===== src/hw/rtl/assert_macros.svh =====
// assert_macros.svh: assertion wrappers shared by the RTL.
// No dependencies. Empty bodies when SYNTHESIS is defined.
`ifndef ASSERT_MACROS_SVH
`define ASSERT_MACROS_SVH
`ifndef SYNTHESIS
`define DFP_ASSERT_IMP(lbl, clk, rst, ante, cons) \
   lbl: assert property (@(posedge clk) disable iff (rst) (ante) |-> (cons)) \
      else $error("assertion failed");
`define DFP_ASSERT_NEXT(lbl, clk, rst, ante, cons) \
   lbl: assert property (@(posedge clk) disable iff (rst) (ante) |=> (cons)) \
      else $error("assertion failed");
`else
`define DFP_ASSERT_IMP(lbl, clk, rst, ante, cons)
`define DFP_ASSERT_NEXT(lbl, clk, rst, ante, cons)
`endif
`endif


===== src/hw/rtl/dfp_pkg.sv =====
// dfp_pkg: types, character codes and tables of the date/time format parser.
// No dependencies; used by every module of the block.
package dfp_pkg;

   localparam int MAX_FORMAT_LEN_DEF = 32;
   localparam int FMT_BYTES          = 32;
   localparam int QUEUE_DEPTH        = 4;

   // pattern and literal characters
   localparam logic [7:0] CH_B_LO = 8'h62;
   localparam logic [7:0] CH_C_LO = 8'h63;
   localparam logic [7:0] CH_D_LO = 8'h64;
   localparam logic [7:0] CH_E_LO = 8'h65;
   localparam logic [7:0] CH_F_LO = 8'h66;
   localparam logic [7:0] CH_K_LO = 8'h6B;
   localparam logic [7:0] CH_H_UP = 8'h48;
   localparam logic [7:0] CH_L_LO = 8'h6C;
   localparam logic [7:0] CH_I_UP = 8'h49;
   localparam logic [7:0] CH_H_LO = 8'h68;
   localparam logic [7:0] CH_I_LO = 8'h69;
   localparam logic [7:0] CH_J_LO = 8'h6A;
   localparam logic [7:0] CH_M_UP = 8'h4D;
   localparam logic [7:0] CH_M_LO = 8'h6D;
   localparam logic [7:0] CH_S_UP = 8'h53;
   localparam logic [7:0] CH_S_LO = 8'h73;
   localparam logic [7:0] CH_P_LO = 8'h70;
   localparam logic [7:0] CH_R_LO = 8'h72;
   localparam logic [7:0] CH_T_UP = 8'h54;
   localparam logic [7:0] CH_Y_UP = 8'h59;
   localparam logic [7:0] CH_Y_LO = 8'h79;
   localparam logic [7:0] CH_A_LO = 8'h61;
   localparam logic [7:0] CH_HASH = 8'h23;
   localparam logic [7:0] CH_DOT  = 8'h2E;
   localparam logic [7:0] CH_AT   = 8'h40;
   localparam logic [7:0] CH_PCT  = 8'h25;
   localparam logic [7:0] CH_COLON = 8'h3A;

   // mode flag bit positions
   localparam int FLG_DOY = 0;
   localparam int FLG_MER = 1;
   localparam int FLG_H24 = 2;
   localparam int FLG_H12 = 3;

   // configuration register indexes
   localparam logic [2:0] REG_FMT_A = 3'd0;
   localparam logic [2:0] REG_FMT_B = 3'd1;
   localparam logic [2:0] REG_FMT_C = 3'd2;
   localparam logic [2:0] REG_FMT_D = 3'd3;
   localparam logic [2:0] REG_LEN   = 3'd4;

   typedef enum logic [1:0] {
      ST_OK, ST_PARSE_FAIL, ST_BAD_FORMAT, ST_DOY
   } status_type;

   typedef enum logic [1:0] {
      RUN_OK, RUN_FAIL, RUN_DONE
   } run_type;

   typedef enum logic [1:0] {
      MER_NONE, MER_AM, MER_PM
   } mer_type;

   typedef enum logic [1:0] {
      STG_RUN, STG_APPLY, STG_EMIT
   } stage_type;

   typedef enum logic [3:0] {
      PH_FETCH, PH_PCT, PH_START, PH_DIGITS, PH_NDONE, PH_NAME, PH_P2, PH_SKIP,
      PH_TDIG, PH_TDONE, PH_TSEP, PH_TWS, PH_TAP1, PH_TAP2
   } phase_type;

   // one classified string byte
   typedef struct packed {
      logic [7:0] code;
      logic [7:0] lower;
      logic       ws;
      logic       dig;
      logic       alpha;
      logic       punct;
      logic       last;
      logic       empty;
   } item_type;

   typedef struct packed {
      logic done;
      logic bad;
   } chk_type;

   typedef struct packed {
      status_type  status;
      logic [13:0] year;
      logic [3:0]  month;
      logic [4:0]  day;
      logic [4:0]  hour;
      logic [5:0]  minute;
      logic [5:0]  second;
      logic [19:0] micro;
   } result_type;

   localparam logic [71:0] MON_TXT [12] = '{
      72'("january"), 72'("february"), 72'("march"), 72'("april"), 72'("may"),
      72'("june"), 72'("july"), 72'("august"), 72'("september"),
      72'("october"), 72'("november"), 72'("december")};
   localparam logic [3:0] MON_LEN [12] = '{
      4'd7, 4'd8, 4'd5, 4'd5, 4'd3, 4'd4, 4'd4, 4'd6, 4'd9, 4'd7, 4'd8, 4'd8};

   function automatic logic [7:0] mon_char(input int m, input logic [3:0] idx);
      logic [71:0] txt;
      logic [3:0]  len;
      logic [7:0]  ch;
      txt = MON_TXT[m];
      len = MON_LEN[m];
      ch  = 8'h00;
      if (idx < len) begin
         ch = txt[(4'(len - idx - 4'd1)) * 8 +: 8];
      end
      return ch;
   endfunction

   function automatic logic known_pat(input logic [7:0] p);
      logic k;
      case (p)
         CH_B_LO, CH_C_LO, CH_D_LO, CH_E_LO, CH_F_LO, CH_K_LO, CH_H_UP, CH_L_LO,
         CH_I_UP, CH_H_LO, CH_I_LO, CH_J_LO, CH_M_UP, CH_M_LO, CH_S_UP, CH_S_LO,
         CH_P_LO, CH_R_LO, CH_T_UP, CH_Y_UP, CH_Y_LO, CH_HASH, CH_DOT, CH_AT,
         CH_PCT: k = 1'b1;
         default: k = 1'b0;
      endcase
      return k;
   endfunction

   function automatic logic [2:0] pat_limit(input logic [7:0] p);
      logic [2:0] l;
      case (p)
         CH_Y_UP: l = 3'd4;
         CH_J_LO: l = 3'd3;
         CH_F_LO: l = 3'd6;
         default: l = 3'd2;
      endcase
      return l;
   endfunction

   function automatic logic [19:0] pow_ten(input logic [2:0] e);
      logic [19:0] v;
      case (e)
         3'd0: v = 20'd1;
         3'd1: v = 20'd10;
         3'd2: v = 20'd100;
         3'd3: v = 20'd1000;
         3'd4: v = 20'd10000;
         3'd5: v = 20'd100000;
         default: v = 20'd1;
      endcase
      return v;
   endfunction

   function automatic logic [13:0] adjust_year(input logic [19:0] v);
      logic [19:0] y;
      if (v <= 20'd69) y = 20'(v + 20'd2000);
      else if (v <= 20'd99) y = 20'(v + 20'd1900);
      else y = v;
      return y[13:0];
   endfunction

endpackage


===== src/hw/rtl/dfp_front.sv =====
// dfp_front: request intake, byte classification and the short queue to the parser.
// Depends on dfp_pkg.
module dfp_front #(
   parameter int DEPTH = dfp_pkg::QUEUE_DEPTH
) (
   input  logic              clock,
   input  logic              reset,
   input  logic              req_tvalid,
   output logic              req_tready,
   input  logic [7:0]        req_tdata,   // [7:0] char_code
   input  logic              req_tlast,
   input  logic              req_tuser,   // [0] empty_string
   output logic              q_valid,
   output dfp_pkg::item_type q_item,
   input  logic              q_pop
);
   localparam int PW = (DEPTH > 1) ? $clog2(DEPTH) : 1;
   localparam int CW = $clog2(DEPTH + 1);

   dfp_pkg::item_type mem_ff [DEPTH];
   logic [PW-1:0] wr_ptr_ff, wr_ptr_in, rd_ptr_ff, rd_ptr_in;
   logic [CW-1:0] count_ff, count_in;
   dfp_pkg::item_type new_item;
   logic push;

   always_comb begin
      new_item.code  = req_tdata;
      new_item.lower = (req_tdata inside {[8'h41:8'h5A]}) ? 8'(req_tdata + 8'd32) : req_tdata;
      new_item.ws    = req_tdata inside {8'h20, [8'h09:8'h0D]};
      new_item.dig   = req_tdata inside {[8'h30:8'h39]};
      new_item.alpha = req_tdata inside {[8'h41:8'h5A], [8'h61:8'h7A]};
      new_item.punct = req_tdata inside {[8'h21:8'h2F], [8'h3A:8'h40], [8'h5B:8'h60],
                                         [8'h7B:8'h7E]};
      new_item.last  = req_tlast;
      new_item.empty = req_tuser;
   end

   assign req_tready = (count_ff != CW'(DEPTH));
   assign push       = req_tvalid && req_tready;
   assign q_valid    = (count_ff != '0);
   assign q_item     = mem_ff[rd_ptr_ff];

   always_comb begin
      wr_ptr_in = wr_ptr_ff;
      rd_ptr_in = rd_ptr_ff;
      if (push) wr_ptr_in = (wr_ptr_ff == PW'(DEPTH - 1)) ? '0 : PW'(wr_ptr_ff + 1'b1);
      if (q_pop) rd_ptr_in = (rd_ptr_ff == PW'(DEPTH - 1)) ? '0 : PW'(rd_ptr_ff + 1'b1);
      count_in = CW'(count_ff + CW'(push) - CW'(q_pop));
   end

   always_ff @(posedge clock) begin
      if (reset) begin
         wr_ptr_ff <= '0;
         rd_ptr_ff <= '0;
         count_ff  <= '0;
      end else begin
         wr_ptr_ff <= wr_ptr_in;
         rd_ptr_ff <= rd_ptr_in;
         count_ff  <= count_in;
      end
   end

   always_ff @(posedge clock) begin
      if (push) mem_ff[wr_ptr_ff] <= new_item;
   end

endmodule


===== src/hw/rtl/dfp_fmt_chk.sv =====
// dfp_fmt_chk: walks the stored format byte by byte after each register write
// and flags unknown percent patterns. Depends on dfp_pkg.
module dfp_fmt_chk (
   input  logic                                  clock,
   input  logic                                  reset,
   input  logic                                  restart,
   input  logic [dfp_pkg::FMT_BYTES-1:0][7:0]    fmt_bytes,
   input  logic [5:0]                            eff_len,
   output dfp_pkg::chk_type                      chk
);
   logic [5:0] idx_ff, idx_in;
   logic       pend_ff, pend_in, scan_ff, scan_in, bad_ff, bad_in;
   logic [7:0] cur;

   assign cur = fmt_bytes[idx_ff[4:0]];

   always_comb begin
      idx_in  = idx_ff;
      pend_in = pend_ff;
      scan_in = scan_ff;
      bad_in  = bad_ff;
      if (restart) begin
         idx_in  = '0;
         pend_in = 1'b0;
         scan_in = 1'b1;
         bad_in  = 1'b0;
      end else if (scan_ff) begin
         if (idx_ff >= eff_len) begin
            scan_in = 1'b0;
         end else if (pend_ff) begin
            if (!dfp_pkg::known_pat(cur)) begin
               bad_in  = 1'b1;
               scan_in = 1'b0;
            end
            idx_in  = 6'(idx_ff + 6'd1);
            pend_in = 1'b0;
         end else if (cur == dfp_pkg::CH_PCT) begin
            // a lone percent at the end is ignored
            if (7'(idx_ff) + 7'd1 >= 7'(eff_len)) scan_in = 1'b0;
            else begin
               idx_in  = 6'(idx_ff + 6'd1);
               pend_in = 1'b1;
            end
         end else begin
            idx_in = 6'(idx_ff + 6'd1);
         end
      end
   end

   always_ff @(posedge clock) begin
      if (reset) begin
         idx_ff  <= '0;
         pend_ff <= 1'b0;
         scan_ff <= 1'b1;
         bad_ff  <= 1'b0;
      end else begin
         idx_ff  <= idx_in;
         pend_ff <= pend_in;
         scan_ff <= scan_in;
         bad_ff  <= bad_in;
      end
   end

   assign chk.done = !scan_ff;
   assign chk.bad  = bad_ff;

endmodule


===== src/hw/rtl/dfp_back.sv =====
// dfp_back: format-driven parse engine, one step a cycle on the head of the queue while bytes
// are queued and no result waits to be emitted, plus end-of-string checks. Depends on dfp_pkg.
module dfp_back (
   input  logic                                  clock,
   input  logic                                  reset,
   input  logic                                  q_valid,
   input  dfp_pkg::item_type                     q_item,
   output logic                                  q_pop,
   input  logic [dfp_pkg::FMT_BYTES-1:0][7:0]    fmt_bytes,
   input  logic [5:0]                            eff_len,
   input  dfp_pkg::chk_type                      chk,
   input  logic                                  out_free,
   output logic                                  res_valid,
   output dfp_pkg::result_type                   res
);
   dfp_pkg::stage_type stage_ff, stage_in;
   dfp_pkg::phase_type phase_ff, phase_in;
   dfp_pkg::run_type   failed_ff, failed_in;
   dfp_pkg::mer_type   mer_ff, mer_in, ap_ff, ap_in;
   logic [5:0]  cursor_ff, cursor_in;
   logic [19:0] accum_ff, accum_in;
   logic [2:0]  dcount_ff, dcount_in;
   logic [13:0] year_ff, year_in;
   logic [3:0]  month_ff, month_in;
   logic [4:0]  day_ff, day_in, hour_ff, hour_in;
   logic [5:0]  minute_ff, minute_in, second_ff, second_in;
   logic [19:0] micro_ff, micro_in;
   logic [3:0]  flags_ff, flags_in;
   logic [7:0]  pat_ff, pat_in;
   logic        lit_ff, lit_in;
   logic [11:0] nmask_ff, nmask_in;
   logic [3:0]  nidx_ff, nidx_in;
   logic [1:0]  tfield_ff, tfield_in;

   logic [7:0]  fbyte;
   logic [19:0] accum_dig, micro_scaled;
   logic [39:0] micro_prod;
   logic [11:0] keep;
   logic [3:0]  hit, mlen;
   logic        hit_found, consume, do_num, do_tf, in_class, twelve;
   dfp_pkg::status_type st;
   logic [4:0]  hour_adj;

   assign fbyte        = fmt_bytes[cursor_ff[4:0]];
   assign accum_dig    = 20'(accum_ff * 20'd10 + {16'd0, q_item.code[3:0]});
   assign micro_prod   = accum_ff * dfp_pkg::pow_ten(3'(3'd6 - dcount_ff));
   assign micro_scaled = micro_prod[19:0];
   assign twelve       = (pat_ff == dfp_pkg::CH_R_LO);

   // month name matching, all twelve names side by side
   always_comb begin
      keep      = '0;
      hit       = '0;
      hit_found = 1'b0;
      for (int m = 11; m >= 0; m--) begin
         mlen = (pat_ff == dfp_pkg::CH_B_LO) ? 4'd3 : dfp_pkg::MON_LEN[m];
         if (nmask_ff[m] && nidx_ff < mlen && q_item.lower == dfp_pkg::mon_char(m, nidx_ff))
         begin
            keep[m] = 1'b1;
            if (4'(nidx_ff + 4'd1) == mlen) begin
               hit       = 4'(m);
               hit_found = 1'b1;
            end
         end
      end
   end

   always_comb begin
      case (pat_ff)
         dfp_pkg::CH_HASH: in_class = q_item.dig;
         dfp_pkg::CH_DOT:  in_class = q_item.punct;
         default:          in_class = q_item.alpha;
      endcase
   end

   // end-of-string status and hour fixing
   always_comb begin
      hour_adj = hour_ff;
      if (chk.bad) st = dfp_pkg::ST_BAD_FORMAT;
      else if (failed_ff == dfp_pkg::RUN_FAIL) st = dfp_pkg::ST_PARSE_FAIL;
      else if (flags_ff[dfp_pkg::FLG_DOY]) st = dfp_pkg::ST_DOY;
      else if (flags_ff[dfp_pkg::FLG_MER]) begin
         if (flags_ff[dfp_pkg::FLG_H24] || hour_ff == 5'd0 || hour_ff > 5'd12) begin
            st = dfp_pkg::ST_PARSE_FAIL;
         end else begin
            st = dfp_pkg::ST_OK;
            if (hour_ff == 5'd12) hour_adj = (mer_ff == dfp_pkg::MER_AM) ? 5'd0 : 5'd12;
            else if (mer_ff == dfp_pkg::MER_PM) hour_adj = 5'(hour_ff + 5'd12);
         end
      end else begin
         st = dfp_pkg::ST_OK;
         if (flags_ff[dfp_pkg::FLG_H12] && hour_ff == 5'd12) hour_adj = 5'd0;
      end
   end

   always_comb begin
      stage_in  = stage_ff;  phase_in  = phase_ff;  failed_in = failed_ff;
      mer_in    = mer_ff;    ap_in     = ap_ff;     cursor_in = cursor_ff;
      accum_in  = accum_ff;  dcount_in = dcount_ff; year_in   = year_ff;
      month_in  = month_ff;  day_in    = day_ff;    hour_in   = hour_ff;
      minute_in = minute_ff; second_in = second_ff; micro_in  = micro_ff;
      flags_in  = flags_ff;  pat_in    = pat_ff;    lit_in    = lit_ff;
      nmask_in  = nmask_ff;  nidx_in   = nidx_ff;   tfield_in = tfield_ff;
      q_pop     = 1'b0;
      res_valid = 1'b0;
      consume   = 1'b0;
      do_num    = 1'b0;
      do_tf     = 1'b0;
      res.status = st;
      res.year   = (st == dfp_pkg::ST_OK) ? year_ff : '0;
      res.month  = (st == dfp_pkg::ST_OK) ? month_ff : '0;
      res.day    = (st == dfp_pkg::ST_OK) ? day_ff : '0;
      res.hour   = (st == dfp_pkg::ST_OK) ? hour_adj : '0;
      res.minute = (st == dfp_pkg::ST_OK) ? minute_ff : '0;
      res.second = (st == dfp_pkg::ST_OK) ? second_ff : '0;
      res.micro  = (st == dfp_pkg::ST_OK) ? micro_ff : '0;

      case (stage_ff)
         dfp_pkg::STG_RUN: begin
            if (q_valid) begin
               if (q_item.empty) begin
                  q_pop    = 1'b1;
                  stage_in = dfp_pkg::STG_APPLY;
               end else begin
                  if (failed_ff != dfp_pkg::RUN_OK) consume = 1'b1;
                  else begin
                     case (phase_ff)
                        dfp_pkg::PH_FETCH: begin
                           if (cursor_ff >= eff_len) failed_in = dfp_pkg::RUN_DONE;
                           else if (fbyte inside {8'h20, [8'h09:8'h0D]}) begin
                              cursor_in = 6'(cursor_ff + 6'd1);
                           end else if (fbyte == dfp_pkg::CH_PCT) begin
                              if (7'(cursor_ff) + 7'd1 >= 7'(eff_len)) begin
                                 cursor_in = eff_len;
                                 failed_in = dfp_pkg::RUN_DONE;
                              end else begin
                                 cursor_in = 6'(cursor_ff + 6'd1);
                                 phase_in  = dfp_pkg::PH_PCT;
                              end
                           end else begin
                              pat_in    = fbyte;
                              lit_in    = 1'b1;
                              cursor_in = 6'(cursor_ff + 6'd1);
                              phase_in  = dfp_pkg::PH_START;
                           end
                        end
                        dfp_pkg::PH_PCT: begin
                           pat_in    = fbyte;
                           lit_in    = 1'b0;
                           cursor_in = 6'(cursor_ff + 6'd1);
                           phase_in  = dfp_pkg::PH_START;
                        end
                        dfp_pkg::PH_START: begin
                           if (q_item.ws) consume = 1'b1;
                           else if (lit_ff) begin
                              consume = 1'b1;
                              if (q_item.code == pat_ff) phase_in = dfp_pkg::PH_FETCH;
                              else failed_in = dfp_pkg::RUN_FAIL;
                           end else begin
                              accum_in  = '0;
                              dcount_in = '0;
                              case (pat_ff)
                                 dfp_pkg::CH_B_LO, dfp_pkg::CH_M_UP: begin
                                    nmask_in = '1;
                                    nidx_in  = '0;
                                    phase_in = dfp_pkg::PH_NAME;
                                 end
                                 dfp_pkg::CH_P_LO: begin
                                    consume = 1'b1;
                                    if (q_item.lower == dfp_pkg::CH_A_LO) mer_in = dfp_pkg::MER_AM;
                                    else if (q_item.lower == dfp_pkg::CH_P_LO)
                                       mer_in = dfp_pkg::MER_PM;
                                    else failed_in = dfp_pkg::RUN_FAIL;
                                    phase_in = dfp_pkg::PH_P2;
                                 end
                                 dfp_pkg::CH_R_LO, dfp_pkg::CH_T_UP: begin
                                    tfield_in = '0;
                                    phase_in  = dfp_pkg::PH_TDIG;
                                 end
                                 dfp_pkg::CH_HASH, dfp_pkg::CH_DOT, dfp_pkg::CH_AT: begin
                                    phase_in = dfp_pkg::PH_SKIP;
                                 end
                                 dfp_pkg::CH_PCT: begin
                                    consume   = 1'b1;
                                    failed_in = dfp_pkg::RUN_FAIL;
                                 end
                                 default: phase_in = dfp_pkg::PH_DIGITS;
                              endcase
                           end
                        end
                        dfp_pkg::PH_DIGITS: begin
                           if (q_item.dig) begin
                              consume   = 1'b1;
                              accum_in  = accum_dig;
                              dcount_in = 3'(dcount_ff + 3'd1);
                              if (3'(dcount_ff + 3'd1) == dfp_pkg::pat_limit(pat_ff))
                                 phase_in = dfp_pkg::PH_NDONE;
                           end else do_num = 1'b1;
                        end
                        dfp_pkg::PH_NDONE: do_num = 1'b1;
                        dfp_pkg::PH_NAME: begin
                           consume  = 1'b1;
                           nmask_in = keep;
                           nidx_in  = 4'(nidx_ff + 4'd1);
                           if (hit_found) begin
                              month_in = 4'(hit + 4'd1);
                              phase_in = dfp_pkg::PH_FETCH;
                           end else if (keep == '0) failed_in = dfp_pkg::RUN_FAIL;
                        end
                        dfp_pkg::PH_P2: begin
                           consume = 1'b1;
                           if (q_item.lower == dfp_pkg::CH_M_LO) begin
                              flags_in[dfp_pkg::FLG_MER] = 1'b1;
                              phase_in = dfp_pkg::PH_FETCH;
                           end else failed_in = dfp_pkg::RUN_FAIL;
                        end
                        dfp_pkg::PH_SKIP: begin
                           if (in_class) consume = 1'b1;
                           else phase_in = dfp_pkg::PH_FETCH;
                        end
                        dfp_pkg::PH_TDIG: begin
                           if (q_item.dig) begin
                              consume   = 1'b1;
                              accum_in  = accum_dig;
                              dcount_in = 3'(dcount_ff + 3'd1);
                              if (dcount_ff == 3'd1) phase_in = dfp_pkg::PH_TDONE;
                           end else do_tf = 1'b1;
                        end
                        dfp_pkg::PH_TDONE: do_tf = 1'b1;
                        dfp_pkg::PH_TSEP: begin
                           consume = 1'b1;
                           if (!q_item.ws) begin
                              if (q_item.code == dfp_pkg::CH_COLON) begin
                                 tfield_in = 2'(tfield_ff + 2'd1);
                                 phase_in  = dfp_pkg::PH_TWS;
                              end else failed_in = dfp_pkg::RUN_FAIL;
                           end
                        end
                        dfp_pkg::PH_TWS: begin
                           if (q_item.ws) consume = 1'b1;
                           else begin
                              accum_in  = '0;
                              dcount_in = '0;
                              phase_in  = dfp_pkg::PH_TDIG;
                           end
                        end
                        dfp_pkg::PH_TAP1: begin
                           consume = 1'b1;
                           if (!q_item.ws) begin
                              if (q_item.lower == dfp_pkg::CH_A_LO) ap_in = dfp_pkg::MER_AM;
                              else if (q_item.lower == dfp_pkg::CH_P_LO) ap_in = dfp_pkg::MER_PM;
                              else failed_in = dfp_pkg::RUN_FAIL;
                              phase_in = dfp_pkg::PH_TAP2;
                           end
                        end
                        dfp_pkg::PH_TAP2: begin
                           consume = 1'b1;
                           if (q_item.lower == dfp_pkg::CH_M_LO) begin
                              if (ap_ff == dfp_pkg::MER_PM) hour_in = 5'(hour_ff + 5'd12);
                              phase_in = dfp_pkg::PH_FETCH;
                           end else failed_in = dfp_pkg::RUN_FAIL;
                        end
                        default: begin
                           consume   = 1'b1;
                           failed_in = dfp_pkg::RUN_FAIL;
                        end
                     endcase
                  end
                  if (consume) begin
                     q_pop = 1'b1;
                     if (q_item.last) stage_in = dfp_pkg::STG_APPLY;
                  end
               end
            end
         end
         dfp_pkg::STG_APPLY: begin
            // close whatever element the string ended in
            if (failed_ff == dfp_pkg::RUN_OK) begin
               case (phase_ff)
                  dfp_pkg::PH_DIGITS, dfp_pkg::PH_NDONE: do_num = 1'b1;
                  dfp_pkg::PH_TDIG, dfp_pkg::PH_TDONE:   do_tf = 1'b1;
                  dfp_pkg::PH_NAME, dfp_pkg::PH_P2, dfp_pkg::PH_TAP2:
                     failed_in = dfp_pkg::RUN_FAIL;
                  default: ;
               endcase
            end
            stage_in = dfp_pkg::STG_EMIT;
         end
         dfp_pkg::STG_EMIT: begin
            if (chk.done && out_free) begin
               res_valid = 1'b1;
               stage_in  = dfp_pkg::STG_RUN;
               phase_in  = dfp_pkg::PH_FETCH;  failed_in = dfp_pkg::RUN_OK;
               mer_in    = dfp_pkg::MER_NONE;  ap_in     = dfp_pkg::MER_NONE;
               cursor_in = '0; accum_in  = '0; dcount_in = '0; year_in   = '0;
               month_in  = '0; day_in    = '0; hour_in   = '0; minute_in = '0;
               second_in = '0; micro_in  = '0; flags_in  = '0; pat_in    = '0;
               lit_in    = '0; nmask_in  = '0; nidx_in   = '0; tfield_in = '0;
            end
         end
         default: stage_in = dfp_pkg::STG_RUN;
      endcase

      if (do_num) begin
         phase_in = dfp_pkg::PH_FETCH;
         if (dcount_ff == 3'd0) begin
            if (pat_ff == dfp_pkg::CH_F_LO) micro_in = '0;
            else failed_in = dfp_pkg::RUN_FAIL;
         end else begin
            case (pat_ff)
               dfp_pkg::CH_C_LO, dfp_pkg::CH_M_LO: begin
                  if (accum_ff > 20'd12) failed_in = dfp_pkg::RUN_FAIL;
                  else month_in = accum_ff[3:0];
               end
               dfp_pkg::CH_D_LO, dfp_pkg::CH_E_LO: begin
                  if (accum_ff > 20'd31) failed_in = dfp_pkg::RUN_FAIL;
                  else day_in = accum_ff[4:0];
               end
               dfp_pkg::CH_F_LO: micro_in = micro_scaled;
               dfp_pkg::CH_K_LO, dfp_pkg::CH_H_UP: begin
                  if (accum_ff > 20'd23) failed_in = dfp_pkg::RUN_FAIL;
                  else begin
                     hour_in = accum_ff[4:0];
                     flags_in[dfp_pkg::FLG_H24] = 1'b1;
                  end
               end
               dfp_pkg::CH_L_LO, dfp_pkg::CH_I_UP, dfp_pkg::CH_H_LO: begin
                  if (accum_ff == 20'd0 || accum_ff > 20'd12) failed_in = dfp_pkg::RUN_FAIL;
                  else begin
                     hour_in = accum_ff[4:0];
                     flags_in[dfp_pkg::FLG_H12] = 1'b1;
                  end
               end
               dfp_pkg::CH_I_LO: begin
                  if (accum_ff > 20'd59) failed_in = dfp_pkg::RUN_FAIL;
                  else minute_in = accum_ff[5:0];
               end
               dfp_pkg::CH_J_LO: begin
                  if (accum_ff == 20'd0 || accum_ff > 20'd366) failed_in = dfp_pkg::RUN_FAIL;
                  else flags_in[dfp_pkg::FLG_DOY] = 1'b1;
               end
               dfp_pkg::CH_S_UP, dfp_pkg::CH_S_LO: begin
                  if (accum_ff > 20'd59) failed_in = dfp_pkg::RUN_FAIL;
                  else second_in = accum_ff[5:0];
               end
               dfp_pkg::CH_Y_UP: year_in = (dcount_ff <= 3'd2) ?
                                            dfp_pkg::adjust_year(accum_ff) : accum_ff[13:0];
               dfp_pkg::CH_Y_LO: year_in = dfp_pkg::adjust_year(accum_ff);
               default: failed_in = dfp_pkg::RUN_FAIL;
            endcase
         end
      end

      if (do_tf) begin
         if (dcount_ff == 3'd0) failed_in = dfp_pkg::RUN_FAIL;
         else if (tfield_ff == 2'd0) begin
            if (twelve ? (accum_ff == 20'd0 || accum_ff > 20'd12) : (accum_ff > 20'd23))
               failed_in = dfp_pkg::RUN_FAIL;
            else begin
               hour_in  = (twelve && accum_ff == 20'd12) ? 5'd0 : accum_ff[4:0];
               phase_in = dfp_pkg::PH_TSEP;
            end
         end else if (accum_ff > 20'd59) failed_in = dfp_pkg::RUN_FAIL;
         else begin
            if (tfield_ff == 2'd1) begin
               minute_in = accum_ff[5:0];
               phase_in  = dfp_pkg::PH_TSEP;
            end else begin
               second_in = accum_ff[5:0];
               phase_in  = twelve ? dfp_pkg::PH_TAP1 : dfp_pkg::PH_FETCH;
            end
         end
      end
   end

   always_ff @(posedge clock) begin
      if (reset) begin
         stage_ff  <= dfp_pkg::STG_RUN;
         phase_ff  <= dfp_pkg::PH_FETCH;
         failed_ff <= dfp_pkg::RUN_OK;
         mer_ff    <= dfp_pkg::MER_NONE;
         ap_ff     <= dfp_pkg::MER_NONE;
         cursor_ff <= '0; accum_ff  <= '0; dcount_ff <= '0; year_ff   <= '0;
         month_ff  <= '0; day_ff    <= '0; hour_ff   <= '0; minute_ff <= '0;
         second_ff <= '0; micro_ff  <= '0; flags_ff  <= '0; pat_ff    <= '0;
         lit_ff    <= '0; nmask_ff  <= '0; nidx_ff   <= '0; tfield_ff <= '0;
      end else begin
         stage_ff  <= stage_in;
         phase_ff  <= phase_in;
         failed_ff <= failed_in;
         mer_ff    <= mer_in;
         ap_ff     <= ap_in;
         cursor_ff <= cursor_in; accum_ff  <= accum_in;  dcount_ff <= dcount_in;
         year_ff   <= year_in;   month_ff  <= month_in;  day_ff    <= day_in;
         hour_ff   <= hour_in;   minute_ff <= minute_in; second_ff <= second_in;
         micro_ff  <= micro_in;  flags_ff  <= flags_in;  pat_ff    <= pat_in;
         lit_ff    <= lit_in;    nmask_ff  <= nmask_in;  nidx_ff   <= nidx_in;
         tfield_ff <= tfield_in;
      end
   end

endmodule


===== src/hw/rtl/datetime_format_parser.sv =====
// Date/time string parser. After the last byte is popped, the engine closes the open element,
// then emits the result, waiting while the result register is held or the format scan after a
// register write runs. Throughput: one byte per cycle at best, less for each engine step that
// uses no byte: format whitespace, element fetch, percent prefix, start of a pattern other
// than %p or %%, close of a number, time field or skip run, field start after a colon, and the
// close and emit steps per string. Synchronous reset clears format registers, queue and state.
`include "assert_macros.svh"
module datetime_format_parser #(
   parameter int MAX_FORMAT_LEN = dfp_pkg::MAX_FORMAT_LEN_DEF,
   parameter int QUEUE_DEPTH    = dfp_pkg::QUEUE_DEPTH
) (
   input  logic        clock,
   input  logic        reset,
   input  logic        req_tvalid,
   output logic        req_tready,
   input  logic [7:0]  req_tdata,    // [7:0] char_code
   input  logic        req_tlast,    // last_char
   input  logic        req_tuser,    // [0] empty_string
   output logic        rsp_tvalid,
   input  logic        rsp_tready,
   output logic [63:0] rsp_tdata,    // year[13:0] month[17:14] day[22:18] hour[27:23]
                                     // minute[33:28] second[39:34] micro[59:40]
   output logic [1:0]  rsp_tuser,    // [1:0] status
   input  logic        csr_psel,
   input  logic        csr_penable,
   input  logic        csr_pwrite,
   input  logic [5:0]  csr_paddr,
   input  logic [63:0] csr_pwdata,
   output logic [63:0] csr_prdata,
   output logic        csr_pready
);
   localparam int LEN_CAP = (MAX_FORMAT_LEN < dfp_pkg::FMT_BYTES) ?
                            MAX_FORMAT_LEN : dfp_pkg::FMT_BYTES;

   logic [3:0][63:0] fmt_ff, fmt_in;
   logic [5:0]  len_ff, len_in, eff_len;
   logic [dfp_pkg::FMT_BYTES-1:0][7:0] fmt_bytes;
   logic [2:0]  reg_idx;
   logic        cfg_wr;

   logic               q_valid, q_pop, res_valid, out_free;
   dfp_pkg::item_type  q_item;
   dfp_pkg::chk_type   chk;
   dfp_pkg::result_type res;

   logic        rsp_valid_ff, rsp_valid_in;
   logic [63:0] rsp_data_ff, rsp_data_in;
   logic [1:0]  rsp_user_ff, rsp_user_in;

   assign csr_pready = 1'b1;
   assign reg_idx    = csr_paddr[5:3];
   assign cfg_wr     = csr_psel && csr_penable && csr_pwrite;
   assign fmt_bytes  = fmt_ff;
   assign eff_len    = (len_ff > 6'(LEN_CAP)) ? 6'(LEN_CAP) : len_ff;

   always_comb begin
      fmt_in = fmt_ff;
      len_in = len_ff;
      if (cfg_wr) begin
         case (reg_idx)
            dfp_pkg::REG_FMT_A: fmt_in[0] = csr_pwdata;
            dfp_pkg::REG_FMT_B: fmt_in[1] = csr_pwdata;
            dfp_pkg::REG_FMT_C: fmt_in[2] = csr_pwdata;
            dfp_pkg::REG_FMT_D: fmt_in[3] = csr_pwdata;
            dfp_pkg::REG_LEN:   len_in    = csr_pwdata[5:0];
            default: ;
         endcase
      end
      case (reg_idx)
         dfp_pkg::REG_FMT_A: csr_prdata = fmt_ff[0];
         dfp_pkg::REG_FMT_B: csr_prdata = fmt_ff[1];
         dfp_pkg::REG_FMT_C: csr_prdata = fmt_ff[2];
         dfp_pkg::REG_FMT_D: csr_prdata = fmt_ff[3];
         dfp_pkg::REG_LEN:   csr_prdata = {58'd0, len_ff};
         default:            csr_prdata = '0;
      endcase
   end

   always_ff @(posedge clock) begin
      if (reset) begin
         fmt_ff <= '0;
         len_ff <= '0;
      end else begin
         fmt_ff <= fmt_in;
         len_ff <= len_in;
      end
   end

   dfp_front #(.DEPTH(QUEUE_DEPTH)) u_front (
      .clock      (clock),
      .reset      (reset),
      .req_tvalid (req_tvalid),
      .req_tready (req_tready),
      .req_tdata  (req_tdata),
      .req_tlast  (req_tlast),
      .req_tuser  (req_tuser),
      .q_valid    (q_valid),
      .q_item     (q_item),
      .q_pop      (q_pop)
   );

   dfp_fmt_chk u_chk (
      .clock     (clock),
      .reset     (reset),
      .restart   (cfg_wr),
      .fmt_bytes (fmt_bytes),
      .eff_len   (eff_len),
      .chk       (chk)
   );

   assign out_free = !rsp_valid_ff || rsp_tready;

   dfp_back u_back (
      .clock     (clock),
      .reset     (reset),
      .q_valid   (q_valid),
      .q_item    (q_item),
      .q_pop     (q_pop),
      .fmt_bytes (fmt_bytes),
      .eff_len   (eff_len),
      .chk       (chk),
      .out_free  (out_free),
      .res_valid (res_valid),
      .res       (res)
   );

   always_comb begin
      rsp_valid_in = rsp_valid_ff;
      rsp_data_in  = rsp_data_ff;
      rsp_user_in  = rsp_user_ff;
      if (res_valid) begin
         rsp_valid_in = 1'b1;
         rsp_data_in  = {4'd0, res.micro, res.second, res.minute, res.hour, res.day,
                         res.month, res.year};
         rsp_user_in  = res.status;
      end else if (rsp_tready) begin
         rsp_valid_in = 1'b0;
      end
   end

   always_ff @(posedge clock) begin
      if (reset) rsp_valid_ff <= 1'b0;
      else rsp_valid_ff <= rsp_valid_in;
   end

   always_ff @(posedge clock) begin
      rsp_data_ff <= rsp_data_in;
      rsp_user_ff <= rsp_user_in;
   end

   assign rsp_tvalid = rsp_valid_ff;
   assign rsp_tdata  = rsp_data_ff;
   assign rsp_tuser  = rsp_user_ff;

   `DFP_ASSERT_IMP(a_emit_slot_free, clock, reset, res_valid, out_free)
   `DFP_ASSERT_IMP(a_emit_after_scan, clock, reset, res_valid, chk.done)
   `DFP_ASSERT_NEXT(a_write_rescans, clock, reset, cfg_wr, !chk.done)
   `DFP_ASSERT_IMP(a_full_has_head, clock, reset, !req_tready, q_valid)

endmodule


===== config.mk =====
export PLATFORM = sky130hd
export DESIGN_NAME = datetime_format_parser
export DESIGN_NICKNAME = d
export VERILOG_FILES = /design/src/hw/rtl/dfp_pkg.sv /design/src/hw/rtl/dfp_front.sv /design/src/hw/rtl/dfp_fmt_chk.sv /design/src/hw/rtl/dfp_back.sv /design/src/hw/rtl/datetime_format_parser.sv
export VERILOG_INCLUDE_DIRS = /design/src /design/src/hw/rtl
export SDC_FILE = /design/constraint.sdc
export NUM_CORES = 2
export LEC_CHECK = 0
export BUFFER_PORTS_ARGS = -buffer_cell sky130_fd_sc_hd__buf_2
export CAP_MARGIN = 20
export CELL_PAD_IN_SITES_DETAIL_PLACEMENT = 0
export CELL_PAD_IN_SITES_GLOBAL_PLACEMENT = 1
export CORE_MARGIN = 5
export CORE_UTILIZATION = 52
export DETAILED_ROUTE_END_ITERATION = 8
export PLACE_DENSITY = 0.87
export SLEW_MARGIN = 15
export SYNTH_ARGS = -nofsm -noshare
export SYNTH_HDL_FRONTEND = slang
export SYNTH_SLANG_ARGS = --single-unit
export TNS_END_PERCENT = 100

===== constraint.sdc =====
create_clock -name clock -period 17.3 [get_ports clock]
set_input_delay 0.865 -clock clock [delete_from_list [all_inputs] [get_ports clock]]
set_output_delay 0.865 -clock clock [all_outputs]
set_load 0.05 [all_outputs]

==> impl_metrics.csv <==
group,metric,value,unit
status,status,"completed",
pwr,p_per_area,90.0,nW/um^2
sta,slew_headroom,23.5,%
floorplan,initial_core_util,52.6,%
cells_and_area,fin_nets,4688,
placed_design,gp_congestion,0.964,
setup_path,cp_top_family,"adder cells",
setup_path,worstReg2RegStart,"u_back.dcount_ff[1]",
sta,worst_hold_slack,0.441,ns
sta,final_hold_viol_count,0,
setup_path,slowest_stage,"nor2_1",
clocking,cts_tree,"yes",
floorplan,ioPinCount,220,
clocking,post_cts_buffers,0,
drt,routed_wl,125,mm
pwr,vdd_drop_max,92.6,uV
setup_path,crit_chain,"inv_1 -> ha_1 -> nor2_1 -> nor2_1 -> nand2_1 -> fa_1 -> inv_1 -> fa_1 -> fa_1 -> fa_1 -> fa_1 -> fa_1 -> ha_1 -> and2_1 -> a31oi_1 -> o211ai_1 -> a41oi_1 -> o21ai_0 -> xnor2_1 -> a22oi_1 -> nor2_1",
sta,period_needed,7.42,ns
sta,finalCritPeriodShare,42.9,%
synthesis,async_flop_share,0,%
clocking,clk_pin_slew,0.06,ns
global_route,antenna_found_initial,18,
synthesis,ys_warn_count,0,
sta,setup_tns,0,ns
cells_and_area,drive_gt1_share,14.4,%
placed_design,io_buffer_count,211,
drt,wire_per_inst,23.5,microns
clocking,cts_sinks,543,
drt,dr_total_vias,33798,
synthesis,syn_avg_cell_area,8.96,sq um
synthesis,syn_area,38400,sq um
clocking,htree_levels,2,
global_route,grt_max_degree,128,
drt,vias_per_cell,6.35,
setup_path,cp.arrival,7.88,ns
drt,postRouteAntennaNets,0,
floorplan,core_area,73100,sq um
setup_path,critPathMostFrequentCell,"fa_1",
cells_and_area,synthToLayoutAreaGrowth,9.41,%
floorplan,row_count,99,
setup_path,critPathKind,"reg -> reg",
setup_path,start_kind,"flip-flop",
cells_and_area,fillers,6548,
clocking,clock_latency,0.68,ns
clocking,cts-hold-fix-buffers,0,
drt,drtIter0Drc,3822,
synthesis,synth_edf_count,130,
sta,rsz0062_at_grt,"false",
setup_path,cp_data_required_time,17.77,ns
worst_hold_path,hp-class,"in -> reg",
global_route,grt-ovfl-total,0,
drt,drc,0,
clocking,post_cts_resized,0,
setup_path,endpoint_kind,"flip-flop",
sta,max_freq,135,MHz
global_route,grt_pass1_vias,32533,
synthesis,yosys.area.top_type,"dfxtp_1",
clocking,cts_buffer_depth,3,
synthesis,synth_ff_type,"dfxtp_1",
global_route,grt_pass1_wl,193,mm
clocking,numCtsBuffers,59,
setup_path,cp_max_fo,19,
pwr,leakage,0.0160,uW
placed_design,dp.final_hpwl,87.0,mm
synthesis,yosysSeqAreaShare,31.7,%
sta,tightest_slew,1.15,ns
worst_hold_path,min_from,"req_tlast",
flow_run,drv_cap,0,
synthesis,synth.top_cell.area_share,21.5,%
global_route,grt_usage,30.8,%
setup_path,crit_start,"u_back.dcount_ff[1]",
synthesis,synthCells,4286,
floorplan,die_w,282,microns
sta,finalSetupViolCount,0,
drt,firstDrtPassIters,6,
synthesis,synthTopCellsByArea,"dfxtp_1, mux4_2, edfxtp_1",
floorplan,die_y,282,microns
sta,maxSlewViolCount,0,
setup_path,max_stage_delay,0.82,ns
clocking,root_buffer,"clkbuf_16",
synthesis,ys_types,99,
sta,fin_skew,0.0716,ns
floorplan,die_area,79400,sq um
synthesis,ys_ff_latch,543,
setup_path,critPathBufInv,2,
worst paths after layout:
path | end | slack [ns] | cells after the start
hold / removal | u_front.mem_ff[2][1] | 0.44 | 1
setup / recovery | u_back.micro_ff[19] | 9.88 | 21
hold reg to reg | u_back.nmask_ff[11] | 0.46 | 2
setup reg to reg | u_back.micro_ff[19] | 9.88 | 21
flip-flops by register name (all words and copies together), names as in the netlist, 5 cells and up, named ones only:
register	cells
fmt_bytes	256
u_front.mem_ff	68
rsp_tdata	60
u_back.accum_ff	20
u_back.micro_ff	20
u_back.year_ff	14
u_back.nmask_ff	12
u_back.pat_ff	8
len_ff	6
u_back.cursor_ff	6
u_back.minute_ff	6
u_back.second_ff	6
u_chk.idx_ff	6
u_back.day_ff	5
u_back.hour_ff	5
layer usage:
| layer | GRT usage, % | vias to the layer above | part of all wire [%] |
|---|---|---|---|
| li1 | - | 15405 | - |
| met1 | 42.0 | 16405 | 41 |
| met2 | 47.8 | 1675 | 44 |
| met3 | 6.53 | 301 | 9.8 |
| met4 | 13.1 | 12 | 4.9 |
| met5 | 0 | - | 0.063 |
power breakdown:
| group | internal (uW) | total [uW] | switching (uW) |
|---|---|---|---|
| clock network | 801 | 1380 | 583 |
| registers | 1410 | 1460 | 54.5 |
| logic | 255 | 941 | 686 |
area by class of cell:
class	count	area, sq um	area share [%]
Timing Repair Buffer	264	1460	3.48
Inverter	218	818	1.95
Clock inverter	40	527	1.25
Antenna cell	13	32.5	0.0774
Multi-Input combinational cell	3213	24200	57.6
Clock buffer	72	1600	3.80
Tap cell	959	1200	2.85
Sequential cell	543	12200	29.0
synth_stat cells, types with 48 or more instances:
master,instances
a221o_1,58
mux4_2,177
nand3_1,77
a22o_1,65
fa_1,123
xnor2_1,78
nor2_1,249
inv_1,216
nor2b_1,48
nand2b_1,48
and3_1,109
dfxtp_1,413
nor3_1,78
a22oi_1,54
edfxtp_1,130
o21ai_0,78
clkbuf_1,250
nand2_1,779
ha_1,179
a21oi_1,400
per-stage QoR:
step	setup slack, ns	cell area (sq um)	util, %	instances	power (uW)
floorplan	10.94	38400	-	4289	2160
global placement	10.11	39900	54.6	5197	2400
detailed placement	10.07	39900	54.6	5197	2420
CTS	10.01	42000	57.5	5309	3790
global route	9.53	42000	57.5	5314	3930
finish	9.88	42000	57.5	5322	3780
cell families (layout without fill, tap and decap cells):
logic type	count (synthesis)	in the layout	synth area share, %
AND/OR/NAND/NOR	1598	1598	19.5
AO/OA/AOI/OAI	948	948	16.2
flip-flops	543	543	31.7
buffers and inverters	533	594	5.52
adder cells (fa/ha/maj)	303	303	12.3
multiplexers	234	234	11.9
XOR/XNOR	125	125	2.85
other	2	18	0.0195
placed cells by master, fill, tap and decap left out, types with 39 or more instances in the layout:
cell / Yosys / routed
buf_4: 7 / 53
o21ai_0: 78 / 78
mux4_2: 177 / 177
nor3_1: 78 / 76
fa_1: 123 / 123
inv_1: 216 / 215
a21oi_1: 400 / 399
xor2_1: 47 / 47
nand3_1: 77 / 77
buf_2: 27 / 210
mux2i_1: 39 / 39
a22o_1: 65 / 65
a22oi_1: 54 / 54
nand2_1: 779 / 775
a221o_1: 58 / 58
ha_1: 179 / 179
and3_1: 109 / 108
nor2_1: 249 / 249
nand2b_1: 48 / 47
nor2b_1: 48 / 47
edfxtp_1: 130 / 130
clkbuf_16: 0 / 59
dfxtp_1: 413 / 409
xnor2_1: 78 / 78
Note: power is estimated with default switching activity, not from simulation.
